**src/sv/rc4_pkg.sv**
```systemverilog
// shared types, operation codes and constants for the rc4 stream cipher
package rc4_pkg;

	localparam int SBOX_DEPTH = 256;
	localparam int CFG_INDEX_W = 3;
	localparam int CFG_DATA_W = 64;
	localparam int KEY_LEN_W = 6;

	typedef logic [7:0] byte_t;
	typedef logic [CFG_INDEX_W-1:0] cfg_index_t;
	typedef logic [CFG_DATA_W-1:0] cfg_data_t;
	typedef logic [3:0] op_t;

	localparam cfg_index_t REG_KEY_LENGTH = 3'd0;
	localparam cfg_index_t REG_KEY_WORD0 = 3'd1;

	localparam op_t OP_IDLE = 4'd0;
	localparam op_t OP_FILL = 4'd1;
	localparam op_t OP_KRD = 4'd2;
	localparam op_t OP_KRJ = 4'd3;
	localparam op_t OP_KWN = 4'd4;
	localparam op_t OP_KWJ = 4'd5;
	localparam op_t OP_GRI = 4'd6;
	localparam op_t OP_GRJ = 4'd7;
	localparam op_t OP_GWI = 4'd8;
	localparam op_t OP_GWJ = 4'd9;
	localparam op_t OP_GOUT = 4'd10;

	typedef struct packed {
		op_t  op;
		logic capture;
		logic emit;
	} rc4_cmd_t;

	typedef struct packed {
		logic count_last;
	} rc4_stat_t;

endpackage

```
**src/sv/rc4_ctrl.sv**
```systemverilog
// controller state machine: sequences key schedule and keystream steps
module rc4_ctrl (
	input  logic             clk,
	input  logic             arst_n,
	input  logic             in_valid,
	input  logic             rekey,
	input  logic             out_ready,
	input  rc4_pkg::rc4_stat_t stat,
	output logic             in_ready,
	output logic             out_valid,
	output rc4_pkg::rc4_cmd_t  cmd
);
	import rc4_pkg::*;

	op_t  state_q;
	op_t  state_d;
	logic scheduled_q;
	logic out_valid_q;

	always_comb begin
		state_d = state_q;
		cmd.op = state_q;
		cmd.capture = 1'b0;
		cmd.emit = 1'b0;
		unique case (state_q)
			OP_IDLE: begin
				if (in_valid) begin
					cmd.capture = 1'b1;
					state_d = (rekey || !scheduled_q) ? OP_FILL : OP_GRI;
				end
			end
			OP_FILL: begin
				if (stat.count_last) begin
					state_d = OP_KRD;
				end
			end
			OP_KRD: state_d = OP_KRJ;
			OP_KRJ: state_d = OP_KWN;
			OP_KWN: state_d = OP_KWJ;
			OP_KWJ: state_d = stat.count_last ? OP_GRI : OP_KRD;
			OP_GRI: state_d = OP_GRJ;
			OP_GRJ: state_d = OP_GWI;
			OP_GWI: state_d = OP_GWJ;
			OP_GWJ: state_d = OP_GOUT;
			OP_GOUT: begin
				if (!out_valid_q || out_ready) begin
					cmd.emit = 1'b1;
					state_d = OP_IDLE;
				end
			end
			default: state_d = OP_IDLE;
		endcase
	end

	always_ff @(posedge clk or negedge arst_n) begin
		if (!arst_n) begin
			state_q <= OP_IDLE;
			scheduled_q <= 1'b0;
			out_valid_q <= 1'b0;
		end else begin
			state_q <= state_d;
			if (state_q == OP_KWJ && stat.count_last) begin
				scheduled_q <= 1'b1;
			end
			if (cmd.emit) begin
				out_valid_q <= 1'b1;
			end else if (out_ready) begin
				out_valid_q <= 1'b0;
			end
		end
	end

	assign in_ready = (state_q == OP_IDLE);
	assign out_valid = out_valid_q;

endmodule

```
**src/sv/rc4_dp.sv**
```systemverilog
// datapath: key registers, s-box memory, indices and output word register
module rc4_dp #(
	parameter int KEY_MAX_BYTES = 32
) (
	input  logic                clk,
	input  logic                arst_n,
	input  logic                cfg_write,
	input  rc4_pkg::cfg_index_t cfg_index,
	input  rc4_pkg::cfg_data_t  cfg_data,
	input  rc4_pkg::byte_t      data_byte,
	input  logic                final_in,
	input  rc4_pkg::rc4_cmd_t   cmd,
	output rc4_pkg::rc4_stat_t  stat,
	output rc4_pkg::byte_t      result_byte,
	output logic                final_out
);
	import rc4_pkg::*;

	localparam int KEY_WORDS = (KEY_MAX_BYTES + 7) / 8;
	localparam int KIDX_W = (KEY_MAX_BYTES > 1) ? $clog2(KEY_MAX_BYTES) : 1;

	logic [KEY_LEN_W-1:0]    key_length_q;
	logic [KEY_WORDS*64-1:0] key_q;
	logic [KIDX_W-1:0]       kidx_q;
	logic [KEY_LEN_W-1:0]    len_eff;
	logic                    kidx_last;
	byte_t                   key_byte;

	byte_t sbox_mem [SBOX_DEPTH];
	byte_t rdata_q;
	logic  we;
	logic  re;
	byte_t waddr;
	byte_t wdata;
	byte_t raddr;

	byte_t n_q;
	byte_t i_q;
	byte_t j_q;
	byte_t si_q;
	byte_t sj_q;
	logic  byp_q;
	byte_t data_q;
	logic  final_q;
	byte_t result_q;
	logic  final_out_q;
	byte_t kj_new;
	byte_t ks_addr;
	byte_t ks;

	// configuration registers
	always_ff @(posedge clk or negedge arst_n) begin
		if (!arst_n) begin
			key_length_q <= 6'd16;
			key_q <= '0;
		end else if (cfg_write) begin
			if (cfg_index == REG_KEY_LENGTH) begin
				key_length_q <= cfg_data[KEY_LEN_W-1:0];
			end
			for (int w = 0; w < KEY_WORDS; w++) begin
				if (cfg_index == REG_KEY_WORD0 + cfg_index_t'(w)) begin
					key_q[w*64 +: 64] <= cfg_data;
				end
			end
		end
	end

	always_comb begin
		if (key_length_q == '0) begin
			len_eff = KEY_LEN_W'(1);
		end else if (key_length_q > KEY_LEN_W'(KEY_MAX_BYTES)) begin
			len_eff = KEY_LEN_W'(KEY_MAX_BYTES);
		end else begin
			len_eff = key_length_q;
		end
	end

	assign kidx_last = (KEY_LEN_W'(kidx_q) == len_eff - KEY_LEN_W'(1));
	assign key_byte = key_q[{kidx_q, 3'b000} +: 8];
	assign kj_new = j_q + rdata_q + key_byte;
	assign ks_addr = si_q + sj_q;
	assign ks = byp_q ? si_q : rdata_q;

	// memory port control
	always_comb begin
		we = 1'b0;
		re = 1'b0;
		waddr = '0;
		wdata = '0;
		raddr = '0;
		unique case (cmd.op)
			OP_FILL: begin
				we = 1'b1;
				waddr = n_q;
				wdata = n_q;
			end
			OP_KRD: begin
				re = 1'b1;
				raddr = n_q;
			end
			OP_KRJ: begin
				re = 1'b1;
				raddr = kj_new;
			end
			OP_KWN: begin
				we = 1'b1;
				waddr = n_q;
				wdata = rdata_q;
			end
			OP_KWJ: begin
				we = 1'b1;
				waddr = j_q;
				wdata = si_q;
			end
			OP_GRI: begin
				re = 1'b1;
				raddr = i_q + 8'd1;
			end
			OP_GRJ: begin
				re = 1'b1;
				raddr = j_q + rdata_q;
			end
			OP_GWI: begin
				we = 1'b1;
				waddr = i_q;
				wdata = rdata_q;
			end
			OP_GWJ: begin
				we = 1'b1;
				waddr = j_q;
				wdata = si_q;
				re = 1'b1;
				raddr = ks_addr;
			end
			default: begin
				we = 1'b0;
			end
		endcase
	end

	// s-box memory
	always_ff @(posedge clk) begin
		if (we) begin
			sbox_mem[waddr] <= wdata;
		end
		if (re) begin
			rdata_q <= sbox_mem[raddr];
		end
	end

	always_ff @(posedge clk or negedge arst_n) begin
		if (!arst_n) begin
			n_q <= '0;
			i_q <= '0;
			j_q <= '0;
			kidx_q <= '0;
		end else begin
			if (cmd.capture) begin
				n_q <= '0;
			end
			case (cmd.op)
				OP_FILL: begin
					n_q <= n_q + 8'd1;
					j_q <= '0;
					kidx_q <= '0;
				end
				OP_KRJ: j_q <= kj_new;
				OP_KWJ: begin
					n_q <= n_q + 8'd1;
					kidx_q <= kidx_last ? '0 : kidx_q + 1'b1;
					if (stat.count_last) begin
						i_q <= '0;
						j_q <= '0;
					end
				end
				OP_GRI: i_q <= i_q + 8'd1;
				OP_GRJ: j_q <= j_q + rdata_q;
				default: begin
				end
			endcase
		end
	end

	// payload registers
	always_ff @(posedge clk) begin
		if (cmd.capture) begin
			data_q <= data_byte;
			final_q <= final_in;
		end
		if (cmd.op == OP_KRJ || cmd.op == OP_GRJ) begin
			si_q <= rdata_q;
		end
		if (cmd.op == OP_GWI) begin
			sj_q <= rdata_q;
		end
		if (cmd.op == OP_GWJ) begin
			// keystream read collides with the write of s[j]
			byp_q <= (ks_addr == j_q);
		end
		if (cmd.emit) begin
			result_q <= data_q ^ ks;
			final_out_q <= final_q;
		end
	end

	assign stat.count_last = (n_q == 8'hFF);
	assign result_byte = result_q;
	assign final_out = final_out_q;

endmodule

```
**src/sv/rc4_stream_cipher.sv**
```systemverilog
// RC4 stream cipher: each input word leaves XORed with the next keystream byte, so the
// same block encrypts and decrypts. The key (1 to KEY_MAX_BYTES bytes, length from
// key_length, zero read as one, larger values saturated) is taken from the configuration
// registers when the key schedule runs: on the first word after reset and on any word
// with rekey set; key writes made later only act at the next schedule. The s-box is a
// 256-entry memory with one read and one write port, and every step goes through it: a
// keyed word goes from one acceptance to the next through the accepting state, read
// s[i], read s[j], two swap writes with the keystream read beside the second, then the
// output load, and the output load waits while the previous word is still unaccepted.
// A key schedule runs in front of its word: it loads the identity, then swaps each entry
// s[n] with s[j]. A finished word waits in an output register while the next word is
// accepted. final_out copies final_in; it does not restart the stream.
module rc4_stream_cipher #(
	parameter int KEY_MAX_BYTES = 32
) (
	input  logic                clk,
	input  logic                arst_n,
	input  logic                cfg_write,
	input  rc4_pkg::cfg_index_t cfg_index,
	input  rc4_pkg::cfg_data_t  cfg_data,
	input  logic                in_valid,
	output logic                in_ready,
	input  rc4_pkg::byte_t      data_byte,
	input  logic                rekey,
	input  logic                final_in,
	output logic                out_valid,
	input  logic                out_ready,
	output rc4_pkg::byte_t      result_byte,
	output logic                final_out
);
	import rc4_pkg::*;

	rc4_cmd_t  cmd;
	rc4_stat_t stat;

	rc4_ctrl u_ctrl (
		.clk       (clk),
		.arst_n    (arst_n),
		.in_valid  (in_valid),
		.rekey     (rekey),
		.out_ready (out_ready),
		.stat      (stat),
		.in_ready  (in_ready),
		.out_valid (out_valid),
		.cmd       (cmd)
	);

	rc4_dp #(
		.KEY_MAX_BYTES (KEY_MAX_BYTES)
	) u_dp (
		.clk         (clk),
		.arst_n      (arst_n),
		.cfg_write   (cfg_write),
		.cfg_index   (cfg_index),
		.cfg_data    (cfg_data),
		.data_byte   (data_byte),
		.final_in    (final_in),
		.cmd         (cmd),
		.stat        (stat),
		.result_byte (result_byte),
		.final_out   (final_out)
	);

`ifndef SYNTH
	a_busy_not_ready: assert property (@(posedge clk) disable iff (!arst_n)
		(cmd.op != OP_IDLE) |-> !in_ready)
		else $error("in_ready high while a word is in progress");

	a_emit_valid: assert property (@(posedge clk) disable iff (!arst_n)
		cmd.emit |=> out_valid)
		else $error("output word loaded but out_valid low");

	a_schedule_end: assert property (@(posedge clk) disable iff (!arst_n)
		(cmd.op == OP_KWJ && stat.count_last) |=> (cmd.op == OP_GRI))
		else $error("key schedule did not hand over to keystream step");

	a_rekey_start: assert property (@(posedge clk) disable iff (!arst_n)
		(in_valid && in_ready && rekey) |=> (cmd.op == OP_FILL))
		else $error("rekey word did not start the key schedule");
`endif

endmodule

```
**config.mk**
```make
export PLATFORM = sky130hd
export DESIGN_NAME = rc4_stream_cipher
export DESIGN_NICKNAME = d
export VERILOG_FILES = /design/src/sv/rc4_pkg.sv /design/src/sv/rc4_ctrl.sv /design/src/sv/rc4_dp.sv /design/src/sv/rc4_stream_cipher.sv
export SDC_FILE = /design/constraint.sdc
export NUM_CORES = 2
export LEC_CHECK = 0
export ABC_AREA = 1
export ABC_CLOCK_PERIOD_IN_PS = 11800
export BUFFER_PORTS_ARGS = -buffer_cell sky130_fd_sc_hd__buf_2
export CORE_MARGIN = 2
export CORE_UTILIZATION = 54
export CTS_BUF_LIST = sky130_fd_sc_hd__clkbuf_16
export DETAILED_ROUTE_END_ITERATION = 8
export PLACE_DENSITY = 0.67
export SLEW_MARGIN = 20
export SYNTH_ARGS = -nofsm -noshare
export SYNTH_HDL_FRONTEND = slang
export SYNTH_HIERARCHICAL = 1
export SYNTH_SLANG_ARGS = --single-unit
```
**constraint.sdc**
```tcl
create_clock -name clk -period 11.8 [get_ports clk]
set_clock_uncertainty 0.2 [all_clocks]
set_input_delay 3.54 -clock clk [delete_from_list [all_inputs] [get_ports clk]]
set_output_delay 3.54 -clock clk [all_outputs]
set_load 0.01 [all_outputs]
```
==> metrics.csv <==
metric,value,unit
swShare,42.6,%
ctsHoldBuffers,0,
clock_sinks,2388,
grt_pass1_wl,451000,µm
cpMostUsedCell,nand2_1,
syn_avg_cell_area,10.4,µm²
clockRootBuffer,clkbuf_16,
die_h,449,µm
multi_input_area,28800,µm²
p_seq_share,35.0,%
portBuffers,92,
dpl_cell_area,109000,µm²
grt_use_total,29.1,%
yosysSeqAreaShare,65.6,%
arrival,8.70,ns
p_int,18200,µW
dp_cells,12400,
comb_power_share,41.6,%
vias_per_cell,5.89,
coreArea,197000,µm²
outcome,"finished, final reports clean",
worst_pin_slew,1.33,ns
fmax,123,MHz
p_clk_share,23.4,%
synthArstFlopShare,12.4,%
relSlewSlack,11.1,%
initialDrtViolationCount,10100,
leakagePower,0.0467,µW
switching_power,13500,µW
rsz0062_at_grt,false,
grt-ovfl-total,0,
fillers,16100,
cts_buffers,238,
end_kind,register,
seqCellArea,70200,µm²
stdcell_count,12900,
synth_fp_nets,10400,
cp_slowest_cell,buf_4,
dieWidth,449,µm
dieArea,202000,µm²
timing.final.crit_share,69.0,%
vias,76000,
setup_viol_count_final,0,
ys_ff_latch,2388,
ios,93,
postCtsResizedCells,0,
critPathRequiredTime,12.36,ns
postCtsSetupRepairBufs,0,
grt_pass1_vias,72600,
hold_viol_final,0,
clk_path_buf_depth,3,
netlist_area,107000,µm²
antenna_found_initial,10,
wire_per_inst,23.2,µm
clk_latency,0.89,ns
hold_class,register to register,
totalWireLength,300000,µm
max_stage_delay,0.99,ns
start_kind,register,
fin_area,117000,µm²
crit_type,register to register,
drv_cap,0,
synth_top_flop_cell,edfxtp_1,
rows,163,
antenna_left,0,
synth_edf_count,2091,
peakVddDrop,0.000316,V
final.setup.tns,0,ns
areaGrowthSynthToFinish,9.15,%
netlist_instances,10300,
cts_tree,done,
grt_max_degree,203,
drive_gt1_share,6.12,%
hpwl,163000,µm
cts.clk_slew.worst_paths,0.06,ns
drc,0,
min_period,8.14,ns
htreeDepth,4,
yosysWarnings,6,
first_pass_iters,8,
p_per_area,272,nW/µm²
slew_violations,0,
start_util,54.3,%
fin_nets,10200,
gp_congestion,0.885,
critPathMaxFanout,175,
synthDistinctLibCells,47,
worst max-delay path: cells and delay by family (launching register included):
family                     cells  cell delay (ns)
buffers and inverters          6             3.07
DFF                            1             0.70
adders and majority gates      1             0.50
AOI/OAI and AO/OA              3             0.89
and+or+nand+nor               15             2.39
through the flow:
stage,hold WS (ns),setup slack [ns],power (µW),utilization (%)
after global placement,0.208,3.81,24000,55.3
final,0.245,3.66,31800,59.3
after global routing,0.260,3.15,33100,59.3
after detailed placement,0.229,3.83,24200,55.4
after CTS,0.259,3.79,31600,59.2
after floorplan,0.200,2.24,19900,-
layout by cell type, fill, tap and decap left out, drive strengths merged:
cell type / n
a21o: 2
a21oi: 27
a22oi: 7
a31oi: 5
a32o: 1
a32oi: 5
buf: 198
bufinv: 23
clkbuf: 243
clkinv: 121
clkinvlp: 5
dfrtp: 296
dfstp: 1
diode: 2
edfxtp: 2091
fa: 3
ha: 25
inv: 1472
mux2i: 8
nand2: 1893
nand3: 2053
nand3b: 678
nand4: 8
nor2: 446
nor3: 10
nor4: 3
o211ai: 41
o21a: 8
o21ai: 465
o21bai: 2
o221ai: 39
o22ai: 21
o311ai: 2
o31ai: 1
or2: 13
xnor2: 15
xor2: 19
synthesized netlist by cell type, types with 2 or more instances:
| cell | instances | area [µm²] |
|---|---|---|
| xnor2_1 | 15 | 131 |
| edfxtp_1 | 2091 | 62800 |
| or2_2 | 12 | 75.1 |
| o21ai_0 | 464 | 2320 |
| nand3_1 | 2052 | 10300 |
| clkbuf_1 | 329 | 1230 |
| buf_4 | 4 | 30.0 |
| o22ai_1 | 21 | 131 |
| o211ai_1 | 41 | 308 |
| fa_1 | 3 | 60.1 |
| o21a_1 | 8 | 60.1 |
| nor2_2 | 6 | 37.5 |
| buf_1 | 68 | 255 |
| nor4_1 | 3 | 18.8 |
| a21oi_1 | 27 | 135 |
| nand2_2 | 2 | 12.5 |
| nor3_1 | 8 | 40.0 |
| buf_2 | 272 | 1360 |
| a31oi_1 | 5 | 31.3 |
| o21bai_1 | 2 | 15.0 |
| mux2i_1 | 8 | 80.1 |
| xor2_1 | 19 | 166 |
| nor2_4 | 3 | 33.8 |
| inv_2 | 22 | 82.6 |
| inv_1 | 1393 | 5230 |
| nand2_1 | 1890 | 7090 |
| a21o_1 | 2 | 15.0 |
| nor3_2 | 2 | 20.0 |
| a32oi_1 | 5 | 43.8 |
| nand4_1 | 8 | 50.1 |
| nor2_1 | 437 | 1640 |
| o221ai_1 | 39 | 342 |
| a22oi_1 | 7 | 52.6 |
| nand3b_1 | 678 | 5090 |
| ha_1 | 25 | 313 |
| dfrtp_1 | 296 | 7410 |
flip-flops by register name (all words and copies together), names as in the netlist, 4 cells and up:
name and cells:
u_dp/si_q 8, u_dp/rdata_q 8, u_dp/n_q 8, u_dp/i_q 8, u_dp/data_q 8, u_dp/key_length_q 6
u_dp/kidx_q 5, u_dp/result_byte 8, u_dp/key_q 256, u_dp/sj_q 8, u_dp/j_q 8, u_ctrl/state_q 4
u_dp/sbox_mem 2048
logic make-up (layout without fill, tap and decap cells):
family	Yosys count	after routing	share of synthesized area, %
and+or+nand+nor	5104	5104	22.8
DFF	2388	2388	65.6
buffers and inverters	2090	2062	7.67
AOI/OAI and AO/OA	626	626	3.26
xor gates and xnor gates	34	34	0.278
adders and majority gates	28	28	0.348
muxes	8	8	0.0748
other	0	2	0
power groups by stage:
| stage | Clock [µW] | Sequential [µW] | Combinational [µW] |
|---|---|---|---|
| finish | 7440 | 11100 | 13200 |
| global route | 7870 | 11100 | 14100 |
| CTS | 7530 | 11100 | 13000 |
| detailed placement | 0 | 11300 | 12900 |
| global placement | 0 | 11300 | 12800 |
| floorplan | 0 | 11800 | 8110 |
area by class of cell:
type | instances | area share (%)
inverters | 1416 | 4.58
well taps | 2640 | 2.83
diodes | 2 | 0.00428
clock buffers | 243 | 5.20
clock inverters | 205 | 1.36
flip-flops and latches | 2388 | 60.1
multi-input cells | 5800 | 24.6
repair buffers | 198 | 1.29
path summary, 6_finish.rpt:
| path | startpoint | end | slack, ns | cells after the start |
|---|---|---|---|---|
| setup / recovery | u_dp/kidx_q[0]$_DFFE_PN0N_ | u_dp/rdata_q[3]$_DFFE_PN_ | 3.66 | 25 |
| hold / removal | u_dp/final_q$_DFFE_PP_ | u_dp/final_out$_DFFE_PP_ | 0.24 | 0 |
| setup reg to reg | u_dp/kidx_q[0]$_DFFE_PN0N_ | u_dp/rdata_q[3]$_DFFE_PN_ | 3.66 | 25 |
| hold reg to reg | u_dp/final_q$_DFFE_PP_ | u_dp/final_out$_DFFE_PP_ | 0.24 | 0 |
| max in group asynchronous | arst_n | u_dp/key_q[243]$_DFFE_PN0P_ | 7.43 | 3 |
| min in group asynchronous | arst_n | u_dp/kidx_q[2]$_DFFE_PN0N_ | 2.48 | 1 |
metal layers:
layer  vias to the layer above  wire length [µm]  global-route usage (%)  share of wire (%)
met5                         -                13                       0             0.0043
met1                     37000            120000                    40.9                 40
li1                      34400                 -                       -                  -
met3                       570             30200                    5.21                 10
met2                      3978            138000                    45.6                 46
met4                         2             10800                    10.9                3.6
No activity file was read; power rests on OpenSTA's default activity.
